<file path="src/design/sfpp_pkg.sv">
// ----------------------------------------------------------------------------
// sfpp_pkg
// shared constants and types of the sync framed packet parser
// ----------------------------------------------------------------------------
package sfpp_pkg;

    localparam int PAYLOAD_BYTES = 16;
    localparam int CNT_W         = $clog2(PAYLOAD_BYTES + 1);
    localparam int WORD_BYTES    = 4;

    localparam logic [7:0] SYNC_A = 8'h61;
    localparam logic [7:0] SYNC_5 = 8'h35;

    typedef logic signed [31:0] t_word;

    typedef struct packed {
        logic  valid;
        t_word bean_temp;
        t_word env_temp;
        t_word burn_value;
        t_word time_stamp;
        logic  checksum_ok;
    } t_result;

endpackage

</file>
<file path="src/design/sfpp_core.sv">
// ----------------------------------------------------------------------------
// sfpp_core
// sync hunt, payload collection, checksum compare for one byte per step
// ----------------------------------------------------------------------------
module sfpp_core
    import sfpp_pkg::*;
(
    input  logic       i_clk,
    input  logic       i_rst_n,
    input  logic       i_step,
    input  logic [7:0] i_byte,
    output t_result    o_res
);

    typedef enum logic [2:0] {
        PH_SYNC1 = 3'd0,
        PH_SYNC2 = 3'd1,
        PH_SYNC3 = 3'd2,
        PH_SYNC4 = 3'd3,
        PH_DATA  = 3'd4,
        PH_CHECK = 3'd5
    } t_phase;

    t_phase           r_phase, n_phase;
    logic [CNT_W-1:0] r_count, n_count;
    logic [7:0]       r_sum,   n_sum;
    logic [7:0]       r_store [PAYLOAD_BYTES];
    logic             store_shift;
    t_word            words [WORD_BYTES];

    always_comb begin
        n_phase     = r_phase;
        n_count     = r_count;
        n_sum       = r_sum;
        store_shift = 1'b0;
        unique case (r_phase)
            PH_SYNC1: n_phase = (i_byte == SYNC_A) ? PH_SYNC2 : PH_SYNC1;
            PH_SYNC2: n_phase = (i_byte == SYNC_5) ? PH_SYNC3 : PH_SYNC1;
            PH_SYNC3: n_phase = (i_byte == SYNC_5) ? PH_SYNC4 : PH_SYNC1;
            PH_SYNC4: begin
                if (i_byte == SYNC_A) begin
                    n_phase = PH_DATA;
                    n_count = '0;
                    n_sum   = '0;
                end else begin
                    n_phase = PH_SYNC1;
                end
            end
            PH_DATA: begin
                store_shift = 1'b1;
                n_sum       = r_sum + i_byte;
                n_count     = r_count + CNT_W'(1);
                if (r_count == CNT_W'(PAYLOAD_BYTES - 1)) begin
                    n_phase = PH_CHECK;
                end
            end
            PH_CHECK: n_phase = PH_SYNC1;
            default:  n_phase = (i_byte == SYNC_A) ? PH_SYNC2 : PH_SYNC1;
        endcase
    end

    always_ff @(posedge i_clk) begin
        if (!i_rst_n) begin
            r_phase <= PH_SYNC1;
            r_count <= '0;
            r_sum   <= '0;
        end else if (i_step) begin
            r_phase <= n_phase;
            r_count <= n_count;
            r_sum   <= n_sum;
        end
    end

    // oldest payload byte ends up at index 0
    always_ff @(posedge i_clk) begin
        if (i_step && store_shift) begin
            for (int i = 0; i < PAYLOAD_BYTES - 1; i++) begin
                r_store[i] <= r_store[i+1];
            end
            r_store[PAYLOAD_BYTES-1] <= i_byte;
        end
    end

    always_comb begin
        for (int w = 0; w < WORD_BYTES; w++) begin
            words[w] = {r_store[WORD_BYTES*w],     r_store[WORD_BYTES*w + 1],
                        r_store[WORD_BYTES*w + 2], r_store[WORD_BYTES*w + 3]};
        end
    end

    assign o_res.valid       = i_step && (r_phase == PH_CHECK);
    assign o_res.bean_temp   = words[0];
    assign o_res.env_temp    = words[1];
    assign o_res.burn_value  = words[2];
    assign o_res.time_stamp  = words[3];
    assign o_res.checksum_ok = (i_byte == r_sum);

    a_check_returns: assert property (@(posedge i_clk) disable iff (!i_rst_n)
        (i_step && r_phase == PH_CHECK) |=> (r_phase == PH_SYNC1))
        else $error("phase did not return to first sync after checksum");

    a_count_bound: assert property (@(posedge i_clk) disable iff (!i_rst_n)
        (r_phase == PH_DATA) |-> (r_count < CNT_W'(PAYLOAD_BYTES)))
        else $error("payload count out of range");

    a_frame_start: assert property (@(posedge i_clk) disable iff (!i_rst_n)
        (i_step && r_phase == PH_SYNC4 && i_byte == SYNC_A)
        |=> (r_phase == PH_DATA && r_count == '0 && r_sum == '0))
        else $error("frame start did not clear count and sum");

    a_full_payload: assert property (@(posedge i_clk) disable iff (!i_rst_n)
        (r_phase == PH_CHECK) |-> (r_count == CNT_W'(PAYLOAD_BYTES)))
        else $error("checksum phase without full payload");

endmodule

</file>
<file path="src/design/sync_framed_packet_parser.sv">
// ----------------------------------------------------------------------------
// sync_framed_packet_parser
// byte stream frame parser: sync 'a','5','5','a', 16 payload bytes, checksum
// result path: checksum byte registered at the input, compared as it advances, result registered at the output
// throughput: one byte per cycle unless a held result waits on i_ready, set by the single parse step per byte
// reset: synchronous active low, returns to first sync state, no results held
// ----------------------------------------------------------------------------
module sync_framed_packet_parser
    import sfpp_pkg::*;
(
    input  logic        i_clk,
    input  logic        i_rst_n,
    input  logic        i_valid,
    output logic        o_ready,
    input  logic [7:0]  i_rx_byte,
    output logic        o_valid,
    input  logic        i_ready,
    output t_word       o_bean_temp,
    output t_word       o_env_temp,
    output t_word       o_burn_value,
    output t_word       o_time_stamp,
    output logic        o_checksum_ok
);

    logic       r_in_valid;
    logic [7:0] r_in_byte;
    logic       r_out_valid;
    t_result    r_out;
    t_result    res;
    logic       advance;

    assign advance = r_in_valid && (!r_out_valid || i_ready);
    assign o_ready = !r_in_valid || advance;

    sfpp_core u_core (
        .i_clk   (i_clk),
        .i_rst_n (i_rst_n),
        .i_step  (advance),
        .i_byte  (r_in_byte),
        .o_res   (res)
    );

    always_ff @(posedge i_clk) begin
        if (!i_rst_n) begin
            r_in_valid  <= 1'b0;
            r_out_valid <= 1'b0;
        end else begin
            if (o_ready) begin
                r_in_valid <= i_valid;
            end
            if (advance) begin
                r_out_valid <= res.valid;
            end else if (i_ready) begin
                r_out_valid <= 1'b0;
            end
        end
    end

    always_ff @(posedge i_clk) begin
        if (i_valid && o_ready) begin
            r_in_byte <= i_rx_byte;
        end
        if (advance && res.valid) begin
            r_out <= res;
        end
    end

    assign o_valid       = r_out_valid;
    assign o_bean_temp   = r_out.bean_temp;
    assign o_env_temp    = r_out.env_temp;
    assign o_burn_value  = r_out.burn_value;
    assign o_time_stamp  = r_out.time_stamp;
    assign o_checksum_ok = r_out.checksum_ok;

endmodule

</file>
<file path="config.mk">
export PLATFORM = sky130hd
export DESIGN_NAME = sync_framed_packet_parser
export DESIGN_NICKNAME = d
export VERILOG_FILES = /design/src/design/sfpp_pkg.sv /design/src/design/sfpp_core.sv /design/src/design/sync_framed_packet_parser.sv
export SDC_FILE = /design/constraint.sdc
export NUM_CORES = 1
export LEC_CHECK = 0
export BUFFER_PORTS_ARGS = -buffer_cell sky130_fd_sc_hd__buf_4
export CORE_UTILIZATION = 55
export DETAILED_ROUTE_END_ITERATION = 10
export PLACE_DENSITY = 0.78
export SYNTH_ARGS = -nofsm -noshare
export SYNTH_HDL_FRONTEND = slang
export SYNTH_HIERARCHICAL = 1
export SYNTH_SLANG_ARGS = --single-unit
</file>
<file path="constraint.sdc">
create_clock -name i_clk -period 23.6 [get_ports i_clk]
set_input_delay 2.36 -clock i_clk [delete_from_list [all_inputs] [get_ports i_clk]]
set_output_delay 2.36 -clock i_clk [all_outputs]
set_load 0.05 [all_outputs]
</file>
**After elaboration in Yosys (flattened, before gate mapping)**

Memories as Yosys holds them, arrays and structs flattened. A register that Yosys moved wholly into a read port is not among the register bits.
Index checks and enable logic that the tools add are counted.

- Flip-flop bits (word level): 155
- Word-level logic and storage cells: 53
- Latch bits: 0
- Memories kept: 1
- Memory bits (read-only): 0
- Output and inout bits: 131
- Bits in writable memories: 128
- Input bits: 12

- Bitwise gates (word level): 0
- Mux-type cells: 15
- $lt $le $gt $ge: 0
- Reductions and logical operators: 13
- Shift-type cells: 0
- Multiply operators: 0
- $add $sub $neg: 2
- Divide/modulo/power cells: 0
- Equal/unequal tests: 11

Memory list:

| memory | words | bits a word | rd ports | clocked after memory_dff | wr ports | RTL line | RTL |
|---|---|---|---|---|---|---|---|
| u_core.r_store | 16 | 8 | 16 | 1 | 16 | sfpp_core.sv:27 | `logic [7:0] r_store [PAYLOAD_BYTES];` |

Operators with widths:

| kind | count |
|---|---|
| $pmux 8 s2 | 1 |
| $pmux 3 s5 | 1 |
| $pmux 5 s2 | 1 |
| $add 8x8->8 | 1 |
| $eq 8x6->1 const B | 1 |
| $eq 8x7->1 const B | 1 |
| $eq 8x8->1 | 1 |
| $mux 8 | 1 |
| $eq 3x2->1 const B | 2 |
| $eq 3x3->1 const B | 2 |
| $mux 1 | 6 |
| $mux 3 | 2 |
| $add 5x1->5 const B | 1 |
| $eq 5x4->1 const B | 1 |
| $logic_and 1x1->1 | 5 |
| $mux 5 | 1 |
| $mux 2 | 2 |
| $ne 2x1->1 const B | 2 |
| $reduce_bool 2->1 | 2 |
| $eq 3x1->1 const B | 1 |
| $reduce_and 3->1 | 1 |
| $logic_not 1->1 | 2 |
| $logic_or 1x1->1 | 2 |
| $reduce_and 2->1 | 1 |

**Logic depth before layout (Yosys ltp)**

Gate-level depths: netlist of the first run.

- Depth after elaboration: 6
- Depth in mapped cells: 8

**By module**

The synthesis of the first run kept the hierarchy.

By module, submodules not included:

| module | seq. area each (um2) | area each (um2) | cells each | instances |
|---|---|---|---|---|
| sfpp_core | 4,164.0 | 4,907.2 | 250 | 1 |
| sync_framed_packet_parser | 4,154.0 | 4,226.6 | 150 | 1 |

**Worst setup path after synthesis of the first run**

No wires, ideal clock.

- Path kind: input port to flip-flop
- Start: in i_ready
- End: reg o_bean_temp[0] (netlist name)
- Setup time: 618 ps
- Stages: 7
- Required time: 22,982 ps
- Setup slack: 14,423 ps
- Buffers on the path: 1
- Data arrival time: 8,559 ps
- Cell sequence: nand2b_4 -> and2_1 -> clkbuf_1 -> and2b_1 -> and3_1 -> nand2_1 -> nor2_1

RTL lines:

| what | RTL line | RTL |
|---|---|---|
| start: declaration | sync_framed_packet_parser.sv:17 | `input logic i_ready,` |

**Worst setup path in the final report of the first run**

- Start: in i_ready
- End: out o_ready

- Word-level cells in the longest chain between the ends: 3

RTL lines:

| what | RTL line | RTL |
|---|---|---|
| $logic_or 1x1->1 | sync_framed_packet_parser.sv:32 | `assign advance = r_in_valid && (!r_out_valid \|\| i_ready);` |
| $logic_and 1x1->1 | sync_framed_packet_parser.sv:32 |  |
| $logic_or 1x1->1 | sync_framed_packet_parser.sv:33 | `assign o_ready = !r_in_valid \|\| advance;` |
| end: declaration | sync_framed_packet_parser.sv:14 | `output logic o_ready,` |

Every way passes these cells.

==> results of run 1 <==
[per-stage QoR]
stage / instances / instance area [sq um] / util / worst slack [ps] / hold WS [ps]
finish: 805 / 11400 / 0.712 / 18350 / 426
global route: 805 / 11400 / 0.712 / 18320 / 430
CTS: 805 / 11400 / 0.712 / 18350 / 425
detailed placement: 756 / 10500 / 0.653 / 18250 / 408
global placement: 756 / 10500 / 0.653 / 18360 / 402
floorplan: 400 / 9130 / - / 14420 / 400
[area by class of cell]
type | count | area [sq um] | share of cell area
Clock buffer | 32 | 714 | 0.0625
Clock inverter | 17 | 234 | 0.0205
Tap cell | 216 | 270 | 0.0236
Sequential cell | 283 | 8320 | 0.728
Inverter | 4 | 20.0 | 0.00175
Timing Repair Buffer | 144 | 1080 | 0.0946
Multi-Input combinational cell | 109 | 793 | 0.0694
[critical path: cells and delay by family]
kind	cells	cell delay, ps
buf+inv	2	310
simple gates	2	220
[flip-flops by register name, summed over array words and instances (netlist names), 3 cells and up]
register / cells
o_time_stamp: 32
u_core/r_store: 128
o_bean_temp: 32
u_core/r_sum: 8
r_in_byte: 8
u_core/r_count: 5
o_env_temp: 32
o_burn_value: 32
u_core/r_phase: 3
[logic make-up after synthesis]
kind of cell,after synthesis
compound gates,48
xor+xnor,6
fa+ha+maj,10
buf+inv,8
flops,283
simple gates,45
[worst paths after layout]
kind	cells after the start	slack [ps]	from	end
worst max-delay path	4	18350	i_ready	o_ready
worst min-delay path	0	430	u_core/r_store[0][6]$_DFFE_PP_	o_bean_temp[30]$_DFFE_PP_
worst max register to register	8	20410	o_valid$_SDFFE_PN0P_	o_bean_temp[26]$_DFFE_PP_
worst min register to register	0	430	u_core/r_store[0][6]$_DFFE_PP_	o_bean_temp[30]$_DFFE_PP_
[placed cells by master, fill, tap and decap left out, types with 2 or more instances in the layout]
master | Yosys | layout
inv_1 | 4 | 3
clkbuf_1 | 4 | 3
xor2_1 | 4 | 4
clkbuf_16 | 0 | 27
nor4_1 | 4 | 4
dfxtp_1 | 18 | 18
nand2_1 | 17 | 17
nand3b_1 | 3 | 3
o211a_1 | 2 | 2
and3_1 | 4 | 4
ha_1 | 9 | 9
a22o_1 | 3 | 3
inv_6 | 0 | 2
a21o_1 | 3 | 3
bufinv_16 | 0 | 6
clkinv_2 | 0 | 6
a21boi_1 | 2 | 2
edfxtp_1 | 265 | 265
clkbuf_8 | 0 | 2
a31oi_1 | 2 | 2
o21ai_0 | 14 | 14
or4_1 | 2 | 2
clkinv_1 | 0 | 4
a21oi_1 | 5 | 5
xnor2_1 | 2 | 2
o21a_1 | 5 | 5
nor2_1 | 4 | 3
buf_4 | 0 | 144
[where the power goes]
part / internal [mW] / leakage, nW / switching, mW
combinational: 0.00353 / 1.03 / 0.00389
clock: 0.281 / 0.470 / 0.169
sequential: 0.542 / 2.53 / 0.00193
total: 0.827 / 4.04 / 0.175
[metal layers]
metal	wire length [um]	vias up	global-route usage
li1	-	1935	-
met1	5700	2099	0.212
met2	7290	165	0.279
met3	902	26	0.0330
met4	293	0	0.0642
met5	0	-	0
==> out/metrics.yaml, run 1 <==
synthesis:
  synth_common_cells: "265 x edfxtp_1, 18 x dfxtp_1, 17 x nand2_1, 14 x o21ai_0, 9 x ha_1"
  synth.yosys.seq_area_share: 0.911
  synth-async-reset-ratio: 0
  synth_edf_count: 265
  syn_area_sq_um: 9130
  synth_top_area_frac: 0.871
  yosysMostFrequentCell: "edfxtp_1"
  synthXorXnorAreaFrac: 0.00575
  synth_top_area_cell: "edfxtp_1"
  synth-seq-cells: 283
  synth.distinct_cells: 45
  synth_mux_area_frac: 0
  synth_top_flop_cell: "edfxtp_1"
  synthSimpleGateAreaFrac: 0.0293
  ys_warn_count: 6
  synth_area_leaders: "edfxtp_1 87%, dfxtp_1 3.9%, ha_1 1.2%"
  synth_top_family_by_area: "compound AO/OA/AOI/OAI gates"
  synth.avg_cell_area_sq_um: 22.8
  synth-compound-area-share: 0.0364
  syn_nets: 422
  synthCells: 400
  synth_fa_ha_area_frac: 0.0145
power:
  total_power_mw: 1.00
  p_per_area_nw_per_um2: 87.6
  cellLeakagePower_nw: 4.04
  vdd_ir_drop_max_mv: 0.0631
floorplanning:
  dieHeight_um: 131
  dieArea_sq_um: 17100
  fp-row-count: 46
  die-width_um: 131
  ios: 143
  core_area_sq_um: 16100
  start_util: 0.569
timing:
  finalSetupViolCount: 0
  slew_violations: 0
  maxSlewHeadroom: 0.194
  worstMarginPinSlew_ps: 1210
  finalHoldViolations: 0
  rsz0062_at_grt: "no"
  min_period_ps: 5250
  fin_worst_skew_ps: 10.0
  max_freq_ghz: 0.191
  period_share: 0.222
  tns_ps: 0
final_layout:
  layout-drive-gt1-share: 0.328
  antenna_cells: 0
  area_delta_synth_final_pct: 25.2
  nets: 591
  fillCellCount: 985
cts:
  cts_inserted_buffers: 27
  cts_resized: 0
  cts_tree: "yes"
  worstSkewPairLatency_ps: 510
  h-tree-depth: 1
  cts_root_buf: "clkbuf_16"
  cts_hold_buf: 0
  cts_max_path_buffers: 3
  postCtsSetupRepairBufs: 0
  clkTransAtPathRegs_ps: 60
  clock-sinks: 283
routing:
  vias: 4225
  via_per_inst: 5.25
  drt_iter0_drc: 350
  ant_nets: 0
  firstDrtPassIters: 5
  remaining_drc_errors: 0
  wl_per_cell_um: 17.6
  finalWirelength_um: 14200
setup_path:
  worstPathCellList: "buf_4 -> nor2b_4 -> nand2_1 -> buf_4"
  path_class: "in2out"
  cpPeakStageDelay_ps: 190
  worst_path_max_delay_cell: "buf_4"
  arrival_ps: 2890
  end_kind: "primary output"
  worstSetupStartpointType: "primary input"
  cpMostUsedCell: "buf_4"
  path_max_fanout: 3
  worstPathRequired_ps: 21240
global_route:
  antenna_found_initial: 0
  grt.overflow.total: 0
  grt_pass1_vias: 4108
  grt_pass1_wl_um: 21200
  grtUsageTotal: 0.165
  grt_start_max_net_pins: 133
run_status:
  outcome: "finished clean"
worst_hold_path:
  min_path_type: "reg2reg"
placement:
  port-buffer-count: 142
  dp_hpwl_um: 8610
  place_congestion: 0.841
flow_run:
  cap_violations: 0
(Power assumes the default switching activity.)
==> run 2: changes to the inputs <==
- clock period: 23.6 -> 5.37 ns (I/O delays scaled with it)
==> out/metrics.yaml, run 2 (synthesis results as in run 1) <==
setup_path:
  crit_family: "simple AND/OR/NAND/NOR gates"
  cpPeakStageDelay_ps: 860  # +670 ps
  worstPathCellList: "nand2b_4 -> and2_1 -> nand4bb_1 -> inv_6 -> nand2_1 -> o311ai_1"
  worstPathRequired_ps: 5800  # -15440 ps
  path_max_fanout: 132  # +129
  worst-path-buf-inv: 1  # -1
  worst_path_max_delay_cell: "inv_6"
  path_class: "reg2reg"
  reg2reg_depth: 6  # -2
  worstSetupStartpointType: "flip-flop"
  arrival_ps: 3290  # +400 ps
  cp.depth: 6  # +2
  end_kind: "flip-flop"
routing:
  wl_met3_um: 808  # -10%
  met1_length_um: 5960  # +4.5%
  firstDrtPassIters: 4  # -1
  via_per_inst: 5.15  # -1.9%
  wl_met2_um: 6990  # -4.2%
  drt_iter0_drc: 263  # -25%
  vias: 4133  # -2.2%
  top_layer_used: "met4"
  remaining_drc_errors: 0  # unchanged
  wl_per_cell_um: 17.5  # -0.67%
  ant_nets: 0  # unchanged
  finalWirelength_um: 14100  # -0.92%
global_route:
  antenna_found_initial: 0  # unchanged
  grt_start_max_net_pins: 133  # unchanged
  grtUsageTotal: 0.161  # -0.00397
  grt.overflow.total: 0  # unchanged
  grt_pass1_vias: 4064  # -1.1%
  grt_pass1_wl_um: 20700  # -2.5%
cts:
  cts_resized: 0  # unchanged
  cts_hold_buf: 0  # unchanged
  clkTransAtPathRegs_ps: 60  # about the same
  clock-sinks: 283  # unchanged
  cts_root_buf: "clkbuf_16"
  cts_inserted_buffers: 27  # unchanged
  h-tree-depth: 1  # unchanged
  cts_max_path_buffers: 3  # unchanged
  cts_tree: "yes"
  worstSkewPairLatency_ps: 530  # +20 ps
  postCtsSetupRepairBufs: 0  # unchanged
placement:
  dp_hpwl_um: 8540  # -0.81%
  placed_area_sq_um: 10500  # about the same
  port-buffer-count: 142  # unchanged
  place_congestion: 0.857  # +1.9%
timing:
  min_period_ps: 2860
  worstMarginPinSlew_ps: 1230  # +17.1 ps
  max_freq_ghz: 0.350
  tns_ps: 0  # unchanged
  fin_worst_skew_ps: 10.3  # +0.311 ps
  finalHoldViolations: 0  # unchanged
  period_share: 0.532
  finalSetupViolCount: 0  # unchanged
  maxSlewHeadroom: 0.183  # -0.0114
  rsz0062_at_grt: "no"
  whs_ps: 184  # -242 ps
  slew_violations: 0  # unchanged
run_status:
  outcome: "finished clean"
final_layout:
  nets: 590  # -0.17%
  layout-drive-gt1-share: 0.329  # +0.00112
  postLayoutCellArea_sq_um: 11500  # +0.47%
  final_cell_mix: "265 x edfxtp_1, 142 x buf_4, 27 x clkbuf_16"
  layout_commonest_cell: "edfxtp_1"
  largest_register_ffs: 128  # unchanged
  largest-register: "u_core/r_store"
  antenna_cells: 0  # unchanged
  area_delta_synth_final_pct: 25.7
worst_hold_path:
  holdPathStages: 1  # +1
  min_path_type: "in2reg"
floorplanning:
  dieArea_sq_um: 17100  # unchanged
  start_util: 0.569  # unchanged
  die-width_um: 131  # unchanged
  fp-row-count: 46  # unchanged
  core_area_sq_um: 16100  # unchanged
  ios: 143  # unchanged
  dieHeight_um: 131  # unchanged
power:
  cellLeakagePower_nw: 4.05  # +0.44%
  vdd_ir_drop_max_mv: 0.255  # +300%
  p_per_area_nw_per_um2: 392  # +350%
  total_power_mw: 4.50  # +350%
flow_run:
  cap_violations: 0  # unchanged
## run 2: cell types whose count changed in the layout (fill, tap and decap cells not counted), moves of 2 or more
cell / change
clkbuf_8: -2
buf_4: -2
clkinv_4: +2
bufinv_16: +2
## run 2: metrics by stage
step                      std cells   util  setup slack (ps)
after floorplan                 400      -               195
after global placement          755  0.653              2420
after detailed placement        755  0.653              2240
after CTS                       803  0.715              2600
after global routing            803  0.715              2300
final                           803  0.715              2510
## run 2: worst paths after layout
kind	from	end	slack (ps)
setup reg to reg	o_valid$_SDFFE_PN0P_	u_core/r_sum[7]$_SDFFE_PN0P_	2510
hold reg to reg	u_core/r_store[0][1]$_DFFE_PP_	o_bean_temp[25]$_DFFE_PP_	420
setup / recovery	o_valid$_SDFFE_PN0P_	u_core/r_sum[7]$_SDFFE_PN0P_	2510
hold / removal	i_rx_byte[4]	r_in_byte[4]$_DFFE_PP_	180
## run 2: layout make-up
cell class                 count  area, sq um
fill                         975         4570
clock buffer                  29          683
sequential                   283         8320
clock inverter                19          314
timing repair buffer         143         1090
multi-input combinational    109          793
tap                          216          270
inverter                       4         20.0
## run 2: power by group
group / internal (mW) / switching (mW) / leakage [nW]
logic: 0.0155 / 0.0172 / 1.03
registers: 2.38 / 0.00840 / 2.53
clock network: 1.31 / 0.764 / 0.490
## run 2: worst register-to-register path, delay by kind of cell, from the launching register on
kind	cells	cell delay (ps)
flops	1	350
compound gates	1	330
buf+inv	1	860
simple gates	4	1230
## run 2: routing by layer
layer / up-vias / track usage
met4: 0 / 0.0507
met2: 155 / 0.271
li1: 1931 / -
met1: 2022 / 0.211
met3: 25 / 0.0346
met5: - / 0
==> run 3: changes to the inputs <==
- CORE_UTILIZATION: 55 -> 50
- PLACE_DENSITY: 0.78 -> 0.75
- clock period: 5.37 -> 2.4 ns (I/O delays scaled with it)
==> out/metrics.yaml, run 3 (synthesis results as in run 1) <==
run_status:
  outcome: "finished clean"
final_layout:
  antenna_cells: 0  # unchanged
  area_delta_synth_final_pct: 26.7
  layout-drive-gt1-share: 0.334  # +0.00565
  nets: 609  # +3.2%
  fin_util: 0.646  # -0.0689
  largest_register_ffs: 128  # unchanged
  layout_commonest_cell: "edfxtp_1"
  final_cell_mix: "265 x edfxtp_1, 149 x buf_4, 27 x clkbuf_16"
  largest-register: "u_core/r_store"
  fillCellCount: 1221  # +25%
floorplanning:
  dieHeight_um: 137  # +4.8%
  start_util: 0.510  # -0.0586
  dieArea_sq_um: 18800  # +9.8%
  core_area_sq_um: 17900  # +11%
  ios: 143  # unchanged
  die-width_um: 137  # +4.8%
  fp-row-count: 49  # +6.5%
power:
  p_per_area_nw_per_um2: 814  # +110%
  p_sw_mw: 1.68  # +110%
  cellLeakagePower_nw: 4.08  # +0.53%
  p_seq_frac: 0.568  # +0.036
  vdd_ir_drop_max_mv: 0.600  # +130%
  p_sw_frac: 0.178  # +0.00271
  p_int_mw: 7.74  # +110%
  power.share.clock: 0.423  # -0.038
  p_comb_frac: 0.009  # +0.002
timing:
  tns_ps: 0  # unchanged
  maxSlewHeadroom: 0.624  # +0.442
  slew_violations: 0  # unchanged
  period_share: 0.886  # +0.354
  min_period_ps: 2130  # -731 ps
  rsz0062_at_grt: "no"
  max_freq_ghz: 0.470  # +34%
  fin_worst_skew_ps: 13.5  # +3.12 ps
  finalSetupViolCount: 0  # unchanged
  worstMarginPinSlew_ps: 564  # -663 ps
  finalHoldViolations: 0  # unchanged
setup_path:
  worstSetupStartpointType: "flip-flop"
  worst_path_max_delay_cell: "edfxtp_1"
  cpPeakStageDelay_ps: 450  # -410 ps
  end_kind: "flip-flop"
  path_class: "reg2reg"
  arrival_ps: 2530  # -760 ps
  worstPathCellList: "ha_1 -> a2111o_1 -> a21oi_1 -> nor3_1 -> or2_2 -> o311ai_1"
  path_max_fanout: 6  # -95%
  worstPathRequired_ps: 2800  # -3000 ps
global_route:
  grtUsageTotal: 0.149  # -0.0118
  grt.overflow.total: 0  # unchanged
  grt_pass1_wl_um: 21300  # +3.0%
  antenna_found_initial: 0  # unchanged
  grt_start_max_net_pins: 50  # -62%
  grt_pass1_vias: 4212  # +3.6%
cts:
  clock-sinks: 283  # unchanged
  cts_tree: "yes"
  cts_hold_buf: 9  # +9
  cts_inserted_buffers: 26  # -3.7%
  cts_resized: 0  # unchanged
  postCtsSetupRepairBufs: 0  # unchanged
  cts_max_path_buffers: 3  # unchanged
  worstSkewPairLatency_ps: 510  # -20 ps
  clkTransAtPathRegs_ps: 70  # about the same
  cts_root_buf: "clkbuf_16"
  h-tree-depth: 1  # unchanged
routing:
  vias: 4233  # +2.4%
  drt_iter0_drc: 214  # -19%
  firstDrtPassIters: 4  # unchanged
  via_per_inst: 5.08  # -1.3%
  wl_per_cell_um: 17.5  # -0.26%
  ant_nets: 0  # unchanged
  finalWirelength_um: 14500  # +3.5%
  remaining_drc_errors: 0  # unchanged
placement:
  dp_hpwl_um: 9550  # +12%
  port-buffer-count: 142  # unchanged
  place_congestion: 0.889  # +3.7%
flow_run:
  cap_violations: 0  # unchanged
worst_hold_path:
  min_path_type: "in2reg"
[run 3: changes by cell type in the layout (fill, tap and decap cells not counted), moves of 2 or more]
cell,change
buf_12,+4
clkinv_4,-2
bufinv_16,-5
dlygate4sd3_1,+9
clkbuf_1,+2
buf_4,+7
clkinvlp_4,+3
[run 3: metal layers]
| metal | track usage | wire length (um) | up-vias |
|---|---|---|---|
| met4 | 0.0464 | 281 | 0 |
| met2 | 0.253 | 7140 | 150 |
| li1 | - | - | 1974 |
| met3 | 0.0359 | 1020 | 26 |
| met5 | 0 | 0 | - |
| met1 | 0.190 | 6100 | 2083 |
[run 3: area by class of cell]
type,instances,area [sq um],area share
Clock buffer,31,691,0.0597
Clock inverter,14,146,0.0127
Inverter,4,18.8,0.00162
Multi-Input combinational cell,109,798,0.0690
Sequential cell,283,8320,0.719
Tap cell,229,287,0.0248
Timing Repair Buffer,163,1310,0.113
[run 3: power groups by stage]
stage	Combinational, mW	Sequential (mW)	Clock [mW]
CTS	0.0850	5.35	4.07
global placement	0.0710	5.45	0
detailed placement	0.0733	5.45	0
floorplan	0.0503	5.45	0
finish	0.0862	5.35	3.99
global route	0.0941	5.35	4.25
[run 3: final timing paths]
check | start | end | slack [ps] | cells after the start
max reg2reg | r_in_byte[4]$_DFFE_PP_ | u_core/r_sum[7]$_SDFFE_PN0P_ | 270 | 6
max | r_in_byte[4]$_DFFE_PP_ | u_core/r_sum[7]$_SDFFE_PN0P_ | 270 | 6
min reg2reg | u_core/r_store[0][0]$_DFFE_PP_ | o_bean_temp[24]$_DFFE_PP_ | 420 | 0
min | i_rst_n | u_core/r_count[2]$_SDFFE_PN0P_ | 40 | 2
[run 3: worst max-delay path: cells and delay by family (launching register included)]
kind	cells	cell delay, ps
flip-flops	1	450
AO/OA/AOI/OAI	3	790
adder cells (fa/ha/maj)	1	410
AND/OR/NAND/NOR	2	370
[run 3: through the flow]
stage	total power [mW]	worst slack, ps	std cells	hold slack [ps]	area [sq um]
2_1_floorplan	5.50	-1050	400	339	9160
3_3_place_gp	5.52	353	779	404	10600
3_5_place_dp	5.53	291	779	406	10600
4_1_cts	9.50	254	833	23.7	11600
5_1_grt	9.69	129	833	32.6	11600
6_report	9.42	273	833	40.9	11600
